File: src/rtl/core/ufp_pkg.sv
// shared types and constants for the uart frame parser with fletcher check
package ufp_pkg;

    typedef logic [1:0] op_t;
    typedef logic [2:0] phase_t;

    localparam op_t OP_BYTE = 2'd0;
    localparam op_t OP_ACK  = 2'd1;
    localparam op_t OP_READ = 2'd2;

    localparam phase_t PH_HUNT = 3'd0;
    localparam phase_t PH_LEN  = 3'd1;
    localparam phase_t PH_ID   = 3'd2;
    localparam phase_t PH_DATA = 3'd3;
    localparam phase_t PH_SUMA = 3'd4;
    localparam phase_t PH_SUMB = 3'd5;

    localparam logic [7:0] FRAME_OVERHEAD = 8'd5;
    localparam logic [7:0] START_RESET    = 8'd153;

    typedef struct packed {
        phase_t      phase;
        logic        held;
        logic [15:0] err;
        logic [7:0]  exp_len;
        logic [7:0]  sum_a;
        logic [7:0]  sum_b;
        logic [7:0]  fill;
        logic [7:0]  ident;
    } state_t;

    typedef struct packed {
        logic done;
        logic store_wr;
    } step_flags_t;

endpackage

File: src/rtl/core/ufp_step.sv
// next-state logic of the frame parser for one transaction
module ufp_step
(
    input  ufp_pkg::state_t      state_cur,
    input  ufp_pkg::op_t         op,
    input  logic [7:0]           rx_byte,
    input  logic [7:0]           start_byte,
    output ufp_pkg::state_t      state_next,
    output ufp_pkg::step_flags_t flags
);
    import ufp_pkg::*;

    logic [7:0] sum_a_add;
    logic [7:0] sum_b_add;
    logic [7:0] fill_inc;

    assign sum_a_add = state_cur.sum_a + rx_byte;
    assign sum_b_add = state_cur.sum_b + sum_a_add;
    assign fill_inc  = state_cur.fill + 8'd1;

    always_comb
    begin
        state_next = state_cur;
        flags      = '0;
        unique case (op)
            OP_BYTE:
            begin
                unique case (state_cur.phase)
                    PH_HUNT:
                    begin
                        if (rx_byte == start_byte)
                        begin
                            state_next.phase = PH_LEN;
                        end
                    end
                    PH_LEN:
                    begin
                        if (state_cur.held || (rx_byte < FRAME_OVERHEAD))
                        begin
                            state_next.err   = state_cur.err + 16'd1;
                            state_next.phase = PH_HUNT;
                        end
                        else
                        begin
                            state_next.exp_len = rx_byte - FRAME_OVERHEAD;
                            state_next.sum_a   = rx_byte;
                            state_next.sum_b   = rx_byte;
                            state_next.fill    = '0;
                            state_next.phase   = PH_ID;
                        end
                    end
                    PH_ID:
                    begin
                        state_next.ident = rx_byte;
                        state_next.sum_a = sum_a_add;
                        state_next.sum_b = sum_b_add;
                        state_next.phase = (state_cur.exp_len == 8'd0) ? PH_SUMA : PH_DATA;
                    end
                    PH_DATA:
                    begin
                        flags.store_wr   = 1'b1;
                        state_next.sum_a = sum_a_add;
                        state_next.sum_b = sum_b_add;
                        state_next.fill  = fill_inc;
                        if (fill_inc == state_cur.exp_len)
                        begin
                            state_next.phase = PH_SUMA;
                        end
                    end
                    PH_SUMA:
                    begin
                        if (rx_byte != state_cur.sum_a)
                        begin
                            state_next.err   = state_cur.err + 16'd1;
                            state_next.phase = PH_HUNT;
                        end
                        else
                        begin
                            state_next.phase = PH_SUMB;
                        end
                    end
                    PH_SUMB:
                    begin
                        state_next.phase = PH_HUNT;
                        if (rx_byte != state_cur.sum_b)
                        begin
                            state_next.err = state_cur.err + 16'd1;
                        end
                        else
                        begin
                            state_next.held = 1'b1;
                            flags.done      = 1'b1;
                        end
                    end
                    default:
                    begin
                        state_next.err   = state_cur.err + 16'd1;
                        state_next.phase = PH_HUNT;
                    end
                endcase
            end
            OP_ACK:
            begin
                state_next.held = 1'b0;
            end
            default:
            begin
                state_next = state_cur;
            end
        endcase
    end

endmodule

File: src/rtl/core/uart_frame_parser_fletcher_unit.sv
// top level of the uart frame parser with fletcher-style check (sums modulo 256) and payload buffer
// Each transaction is one received byte (op 0), an acknowledge of the held frame (op 1) or a
// payload read by index (op 2), and gives exactly one status result. A transaction is taken
// into an input register, goes through the parser update and the payload buffer port, and
// its result lands in the output register; a new transaction is taken every cycle while the
// output side does not stall. The payload buffer holds PAYLOAD_DEPTH bytes with one write
// and one registered read port; it has no reset, and reading an entry never written returns
// an undefined byte. The start byte register resets to 153 and may be written only while no
// transaction is in flight.
module uart_frame_parser_fletcher_unit
#(
    parameter int PAYLOAD_DEPTH = 256
)
(
    input  logic          clk,
    input  logic          rst_n,
    input  logic          in_valid,
    output logic          in_stall,
    input  ufp_pkg::op_t  op,
    input  logic [7:0]    rx_byte,
    input  logic [7:0]    read_index,
    output logic          out_valid,
    input  logic          out_stall,
    output logic          frame_held,
    output logic [7:0]    message_id,
    output logic [7:0]    payload_count,
    output logic [15:0]   error_total,
    output logic [7:0]    read_byte,
    output logic          frame_done,
    input  logic          cfg_valid,
    output logic          cfg_ready,
    input  logic [7:0]    cfg_data
);
    import ufp_pkg::*;

    localparam int         IDX_W    = $clog2(PAYLOAD_DEPTH);
    localparam logic [8:0] DEPTH_W9 = 9'(PAYLOAD_DEPTH);

    logic [7:0]  start_byte_reg;
    logic        s1_valid_reg;
    op_t         s1_op_reg;
    logic [7:0]  s1_rx_reg;
    logic [7:0]  s1_index_reg;
    logic        out_valid_reg;
    logic        frame_done_reg;
    logic [7:0]  read_byte_reg;
    state_t      state_reg;
    state_t      state_next;
    step_flags_t flags;
    logic        advance;
    logic        accept;
    logic        store_wr;
    logic        read_hit;

    logic [7:0]  payload_mem [PAYLOAD_DEPTH];

    assign advance  = s1_valid_reg && (!out_valid_reg || !out_stall);
    assign in_stall = s1_valid_reg && !advance;
    assign accept   = in_valid && !in_stall;
    assign cfg_ready = 1'b1;

    ufp_step u_step
    (
        .state_cur  (state_reg),
        .op         (s1_op_reg),
        .rx_byte    (s1_rx_reg),
        .start_byte (start_byte_reg),
        .state_next (state_next),
        .flags      (flags)
    );

    assign store_wr = flags.store_wr && ({1'b0, state_reg.fill} < DEPTH_W9);
    assign read_hit = (s1_op_reg == OP_READ) && ({1'b0, s1_index_reg} < DEPTH_W9);

    always_ff @(posedge clk or negedge rst_n)
    begin
        if (!rst_n)
        begin
            start_byte_reg <= START_RESET;
        end
        else if (cfg_valid && cfg_ready)
        begin
            start_byte_reg <= cfg_data;
        end
    end

    // control and parser state
    always_ff @(posedge clk or negedge rst_n)
    begin
        if (!rst_n)
        begin
            s1_valid_reg  <= 1'b0;
            out_valid_reg <= 1'b0;
            state_reg     <= '0;
        end
        else
        begin
            if (accept)
            begin
                s1_valid_reg <= 1'b1;
            end
            else if (advance)
            begin
                s1_valid_reg <= 1'b0;
            end
            if (advance)
            begin
                out_valid_reg <= 1'b1;
                state_reg     <= state_next;
            end
            else if (!out_stall)
            begin
                out_valid_reg <= 1'b0;
            end
        end
    end

    always_ff @(posedge clk)
    begin
        if (accept)
        begin
            s1_op_reg    <= op;
            s1_rx_reg    <= rx_byte;
            s1_index_reg <= read_index;
        end
        if (advance)
        begin
            frame_done_reg <= flags.done;
        end
    end

    // payload buffer, one write and one registered read port
    always_ff @(posedge clk)
    begin
        if (advance && store_wr)
        begin
            payload_mem[state_reg.fill[IDX_W-1:0]] <= s1_rx_reg;
        end
        if (advance)
        begin
            read_byte_reg <= read_hit ? payload_mem[s1_index_reg[IDX_W-1:0]] : 8'd0;
        end
    end

    // parser state only moves together with the result register
    assign out_valid     = out_valid_reg;
    assign frame_held    = state_reg.held;
    assign message_id    = state_reg.ident;
    assign payload_count = state_reg.exp_len;
    assign error_total   = state_reg.err;
    assign read_byte     = read_byte_reg;
    assign frame_done    = frame_done_reg;

endmodule
File: config.mk
export PLATFORM = sky130hd
export DESIGN_NAME = uart_frame_parser_fletcher_unit
export DESIGN_NICKNAME = d
export VERILOG_FILES = /design/src/rtl/core/ufp_pkg.sv /design/src/rtl/core/ufp_step.sv /design/src/rtl/core/uart_frame_parser_fletcher_unit.sv
export SDC_FILE = /design/constraint.sdc
export NUM_CORES = 2
export LEC_CHECK = 0
export BUFFER_PORTS_ARGS = -buffer_cell sky130_fd_sc_hd__buf_4
export CORE_MARGIN = 5
export CORE_UTILIZATION = 65
export CTS_CLUSTER_DIAMETER = 150
export CTS_CLUSTER_SIZE = 8
export DETAILED_ROUTE_END_ITERATION = 7
export GPL_TIMING_DRIVEN = 1
export PLACE_DENSITY_LB_ADDON = 0.2
export SKIP_CTS_REPAIR_TIMING = 1
export SLEW_MARGIN = 10
export SYNTH_ARGS = -nofsm -noshare
export SYNTH_HDL_FRONTEND = slang
export SYNTH_SLANG_ARGS = --single-unit
File: constraint.sdc
create_clock -name clk -period 12.9 [get_ports clk]
set_input_delay 2.58 -clock clk [delete_from_list [all_inputs] [get_ports clk]]
set_output_delay 2.58 -clock clk [all_outputs]
set_load 0.03 [all_outputs]
**Word level (Yosys, flattened, before mapping)**

Memory sizes are Yosys's and may differ from the RTL's. A register that Yosys moved wholly into a read port is not among the register bits.
Index checks and enable logic that the tools add are counted.

- Bits in registers: 89
- Bits in writable memories: 2,048
- Memories kept: 1
- Word-level logic and storage cells: 97
- Input port bits: 31

Memory list:

| name | depth | width | read ports | clocked after memory_dff | wr ports | line | text |
|---|---|---|---|---|---|---|---|
| payload_mem | 256 | 8 | 1 | 1 | 1 | uart_frame_parser_fletcher_unit.sv:55 | `logic [7:0] payload_mem [PAYLOAD_DEPTH];` |

- Magnitude comparators: 1
- Equal/unequal tests: 20
- Multiplexer cells: 25
- Bitwise logic cells: 2
- $add $sub $neg: 5
- Reduce and logical (&&, ||, !) cells: 28

Operators with widths:

| kind | count |
|---|---|
| $pmux W16 S4 | 1 |
| $mux W16 | 3 |
| $pmux W16 S2 | 1 |
| $mux W24 | 1 |
| $reduce_and A4 Y1 | 5 |
| $add A16 B1 Y16 const B | 1 |
| $add A8 B8 Y8 | 2 |
| $eq A8 B8 Y1 | 2 |
| $ne A8 B8 Y1 | 2 |
| $pmux W8 S2 | 1 |
| $pmux W3 S5 | 1 |
| $mux W3 | 4 |
| $ne A2 B1 Y1 const B | 6 |
| $mux W1 | 11 |
| $add A8 B1 Y8 const B | 1 |
| $logic_not A8 Y1 | 1 |
| $lt A8 B3 Y1 const B | 1 |
| $reduce_bool A2 Y1 | 4 |
| $sub A8 B3 Y8 const B | 1 |
| $eq A3 B2 Y1 const B | 2 |
| $eq A3 B3 Y1 const B | 2 |
| $ne A2 B2 Y1 const B | 3 |
| $reduce_and A6 Y1 | 1 |
| $logic_not A1 Y1 | 5 |
| 14 further kinds | 19 |

**Logic depth before layout (Yosys ltp)**

- Word-level depth: 8
- Depth in mapped cells: 14
- Depth with buffers taken out: 14

**Hierarchy**

A second synthesis with hierarchy kept.

- Cells, all modules: 4,396
- Area total of the unflattened synthesis: 85,873.6 sq um

Modules (own cells, without submodules):

| module | cells an instance | area each (sq um) | instances | seq. area each (sq um) |
|---|---|---|---|---|
| uart_frame_parser_fletcher_unit | 4,028 | 83,413.8 | 1 | 64,066.4 |
| ufp_step | 368 | 2,459.9 | 1 | 0.0 |

**Least setup slack after synthesis**

Ideal clock, no wire load.

- Path type: register to register
- Start: register s1_rx_reg[0]
- End: register state_reg[23] in the netlist's numbering
- Setup time: 0.079 ns
- Arrival: 5.954 ns
- Path buffers: 0
- Slack: 6.867 ns
- Stages on the path, launching flop included: 11
- Clock period less this slack: 6.033 ns
- Cell sequence: edfxtp_1 -> ha_1 -> fa_1 -> ha_1 -> a21o_1 -> a211oi_1 -> nor2_1 -> o41ai_1 -> xnor3_1 -> a21oi_1 -> a2bb2oi_1

- Longest elaborated chain between the ends: 4
- Elaborated cells on any way between the ends: 7
- Classes of those cells: add/sub (2); order compare (1); eq/ne (1); mux (1); reduce/logical (2)

Ends and longest elaborated chain:

| element | line | text |
|---|---|---|
| start, declared | uart_frame_parser_fletcher_unit.sv:42 | `logic [7:0] s1_rx_reg;` |
| start signal, assigned | uart_frame_parser_fletcher_unit.sv:123 | `s1_rx_reg <= rx_byte;` |
| branches (longest 4 deep; another with $add A8 B8 Y8) | -- |  |
| end signal, assigned | uart_frame_parser_fletcher_unit.sv:109 | `state_reg <= state_next;` |
| end, declared | uart_frame_parser_fletcher_unit.sv:47 | `state_t state_reg;` |

Several ways; the timed one is not identified.
A chain may end at the register's enable or synchronous reset.

**Final worst setup path**

- Start: input port out_stall
- End: memory payload_mem[25][1], enable pin

- Longest elaborated chain between the ends: 6

Ends and longest elaborated chain:

| element | line | text |
|---|---|---|
| start, declared | uart_frame_parser_fletcher_unit.sv:23 | `input logic out_stall,` |
| $logic_not A1 Y1 | -- |  |
| $logic_or A1 B1 Y1 | uart_frame_parser_fletcher_unit.sv:57 | `assign advance = s1_valid_reg && (!out_valid_reg \|\| !out_stall);` |
| $logic_and A1 B1 Y1 | uart_frame_parser_fletcher_unit.sv:57 |  |
| $logic_and A1 B1 Y1 | uart_frame_parser_fletcher_unit.sv:135 | `if (advance && store_wr)` |
| $mux W1 | uart_frame_parser_fletcher_unit.sv:135 |  |
| $mux W1 (implied by the code) | uart_frame_parser_fletcher_unit.sv:137 | `payload_mem[state_reg.fill[IDX_W-1:0]] <= s1_rx_reg;` |
| end, declared | uart_frame_parser_fletcher_unit.sv:55 |  |

No other way between the ends.

==> metrics.md <==
| Metric | Value |
|---|---|
| LEAKAGE | `~30 nW` |
| Initial DRC Count | `about 6400` |
| Register area share after synthesis | `about 76%` |
| Worst path slowest cell | `nor3_1` |
| PortBufs | `between 70 and 80` |
| Area of the multi-input gates | `between 0.015 and 0.02 mm^2` |
| Max reg flops | `2048` |
| Nature of the critical path endpoint | `flop` |
| Initial Util | `about two thirds` |
| Critical Setup Path Class | `in -> reg` |
| Fill cell count | `6846` |
| CORE AREA | `around 0.13 mm^2` |
| Fin crit period | `5910 ps` |
| Grt total ovfl | `0` |
| First-pass GRT wire length | `between 300 and 400 mm` |
| Final setup fails | `0` |
| Critical Path RT | `13410 ps` |
| CTS Buffer Depth | `4` |
| Failing checks | `slew limit` |
| Gpl congestion | `0.881` |
| P&R area growth vs syn | `12.3%` |
| Via-per-instance ratio | `about 7.2` |
| Layout cells sized above 1 | `25.2%` |
| Synth Register Bits | `around 2100` |
| WL per Instance | `approximately 36 um` |
| Crit path DAT | `6410 ps` |
| Async set or reset register ratio after synthesis | `under 10%` |
| IO Count | `between 70 and 80` |
| Total track usage | `32.0%` |
| Synth Warn # | `0` |
| Die ar. | `around 0.14 mm^2` |
| CP peak stage delay | `a little over 1000 ps` |
| Syn nets | `~4000` |
| Top_reg_cell synth | `edfxtp_1` |
| EDFF count, synth | `just over 2000` |
| Slew Viols, Final | `84` |
| Setup WS post-layout | `6990 ps` |
| Critical Path Start Type | `input pin` |
| # clock sinks | `~2100` |
| Largest net degree at the start of global routing | `about 200` |
| Total power | `approximately 16 mW` |
| Clock Tree Root | `clkbuf_16` |
| Total CTS buffers | `around 320` |
| Final Hold Slack | `about 490 ps` |
| Seq. cell area | `0.0641 mm^2` |
| Slew HR | `-8.93%` |
| DP HPWL | `118 mm` |
| CP cell instances | `buf_4, a21bo_2, nor3_2, nand3_1, nor3_1, nand2_1, nor2_1` |
| Die height | `around 370 um` |
| Buffers plus inverters on the worst setup path | `1` |
| Post-synth top area cell | `edfxtp_1` |
| Max IR drop VDD | `~0.18 mV` |
| Antenna violations before repair | `3` |
| Crit-path leading delay family | `simple AND/OR/NAND/NOR gates` |
| Site Rows | `around 130` |
| Fin. Hold Viols | `0` |
| Synth Cell Area | `approximately 0.084 mm^2` |
| Power per cell area | `about 170 mW/mm^2` |
| Syn avg cell area | `20.8 um^2` |
| Area contributors post-synth | `edfxtp_1 74%, mux4_2 14%, dfrtp_1 2.0%` |
| Setup TNS | `0 ps` |
| DR DRC count | `0` |
| Layout Skew | `approximately 90 ps` |
| Worst-Margin Slew | `between 1500 and 2000 ps` |
| Routed Antenna Nets | `0` |
| RSZ-0062 raised after global routing | `false` |
| DP Area | `roughly 0.086 mm^2` |
| Place WS | `6220 ps` |
| Vias | `~43000` |
| Yosys top cell area share | `74.2%` |
| Clock Latency Late Sink | `970 ps` |
| CP max FO | `16` |
| Final nets | `approximately 4300` |
| Finished Cell Area | `between 0.09 and 0.1 mm^2` |
| Number of global-route vias before repair | `43500` |
| CTS tree | `yes` |
| Post-Syn Instances | `~4000` |
| HP Class | `reg -> reg` |
| Clock-pin slew on the worst setup and hold paths | `around 50 ps` |
| Max Cap Violations | `0` |
| Post-synth cell types | `66` |
| 1st-pass router iterations | `6` |
| Achievable frequency | `roughly 170 MHz` |
| Routed WL | `around 210 mm` |
| Crit share post-route | `between 40% and 50%` |
| Status | `finished, violations left` |
| H-tree levels | `5` |
| Die width | `around 370 um` |
==> power breakdown <==
part,switching [mW],internal [mW]
sequential,0.0951,7.75
clock,2.77,4.41
combinational,0.896,0.496
total,3.76,12.7
==> through the flow <==
stage	cells	util [%]
detailed placement	5650	67.2
CTS	6008	73.7
finish	6010	73.7
floorplan	4038	-
global placement	5650	67.2
global route	6008	73.7
==> cell usage after synthesis, types with 14 or more instances <==
cell	count
a21oi_1	47
o21ai_0	58
dfrtp_1	66
nor2_1	350
o221ai_1	16
mux2_2	32
mux4_2	536
edfxtp_1	2075
nand3_1	37
buf_2	53
nor3_1	28
mux2i_1	66
buf_1	20
clkbuf_1	116
ha_1	20
nand2_1	86
o22ai_1	111
inv_1	26
xnor2_1	48
a211oi_1	26
buf_6	14
buf_4	60
==> cells by family (layout without fill, tap and decap cells) <==
group / count (synthesis) / after routing / share of synthesized area [%]
simple gates: 585 / 585 / 3.10
buf+inv: 291 / 532 / 1.77
other cells: 1 / 3 / 0.00447
flops: 2145 / 2145 / 76.3
xor+xnor: 62 / 62 / 0.663
mux: 634 / 634 / 15.6
compound gates: 298 / 298 / 2.23
fa+ha+maj: 22 / 22 / 0.346
==> worst register-to-register path: cells and delay by family, from the launching register on <==
kind            cells  cell delay [ps]
flops               1              750
mux                 2             1010
compound gates      1              480
simple gates        3              630
buf+inv             3             2140
==> layer usage <==
layer / GRT usage, % / part of all wire (%) / vias up / wire, um
met5: 0 / 0 / - / 0
li1: - / - / 16900 / -
met4: 11.9 / 3.8 / 0 / 8160
met3: 8.91 / 13 / 494 / 27200
met1: 46.3 / 37 / 22300 / 78800
met2: 48.1 / 47 / 3519 / 100000
==> layout by cell type (no fill, tap or decap), types with 4 or more instances in the layout <==
| cell type | netlist | layout |
|---|---|---|
| edfxtp_1 | 2075 | 2075 |
| mux4_2 | 536 | 536 |
| nor2_1 | 350 | 348 |
| clkbuf_16 | 0 | 324 |
| buf_4 | 60 | 135 |
| o22ai_1 | 111 | 111 |
| nand2_1 | 86 | 85 |
| mux2i_1 | 66 | 66 |
| dfrtp_1 | 66 | 66 |
| o21ai_0 | 58 | 57 |
| xnor2_1 | 48 | 48 |
| a21oi_1 | 47 | 47 |
| nand3_1 | 37 | 33 |
| mux2_2 | 32 | 32 |
| nor3_1 | 28 | 27 |
| a211oi_1 | 26 | 26 |
| inv_1 | 26 | 26 |
| clkbuf_1 | 116 | 26 |
| ha_1 | 20 | 20 |
| o221ai_1 | 16 | 16 |
| xor2_1 | 13 | 13 |
| buf_12 | 0 | 11 |
| nor2b_1 | 11 | 10 |
| nand4_1 | 9 | 9 |
| nor4_1 | 10 | 9 |
| a22o_1 | 8 | 8 |
| nor3_2 | 6 | 7 |
| and2_1 | 7 | 6 |
| o21ai_1 | 5 | 6 |
| o31ai_1 | 6 | 6 |
| a21o_1 | 5 | 5 |
| nand2b_1 | 5 | 5 |
| nand4b_1 | 5 | 5 |
| nand3_2 | 0 | 4 |
| o211ai_1 | 4 | 4 |
| or4_1 | 4 | 4 |
| inv_6 | 0 | 4 |
| dfstp_2 | 4 | 4 |
==> cell type report <==
type                       count  area share, %
sequential                  2145           67.9
multi-input combinational   1602           19.6
clock buffer                 350           8.70
tap                         1729           2.29
timing repair buffer         146           1.31
inverter                      28          0.111
clock inverter                 8         0.0981
antenna                        2        0.00530
==> path summary, 6_finish.rpt <==
path                            startpoint            endpoint  slack, ps  depth (start not counted)
setup reg to reg           s1_index_reg[1]        read_byte[3]       7640                          9
max in group asynchronous            rst_n       state_reg[27]      10470                          1
hold / removal               state_reg[26]       state_reg[26]        490                          2
hold reg to reg              state_reg[26]       state_reg[26]        490                          2
min in group asynchronous            rst_n   start_byte_reg[5]       1850                          1
setup / recovery                 out_stall  payload_mem[25][1]       6990                          7
Power figures use the tool's default switching activity.
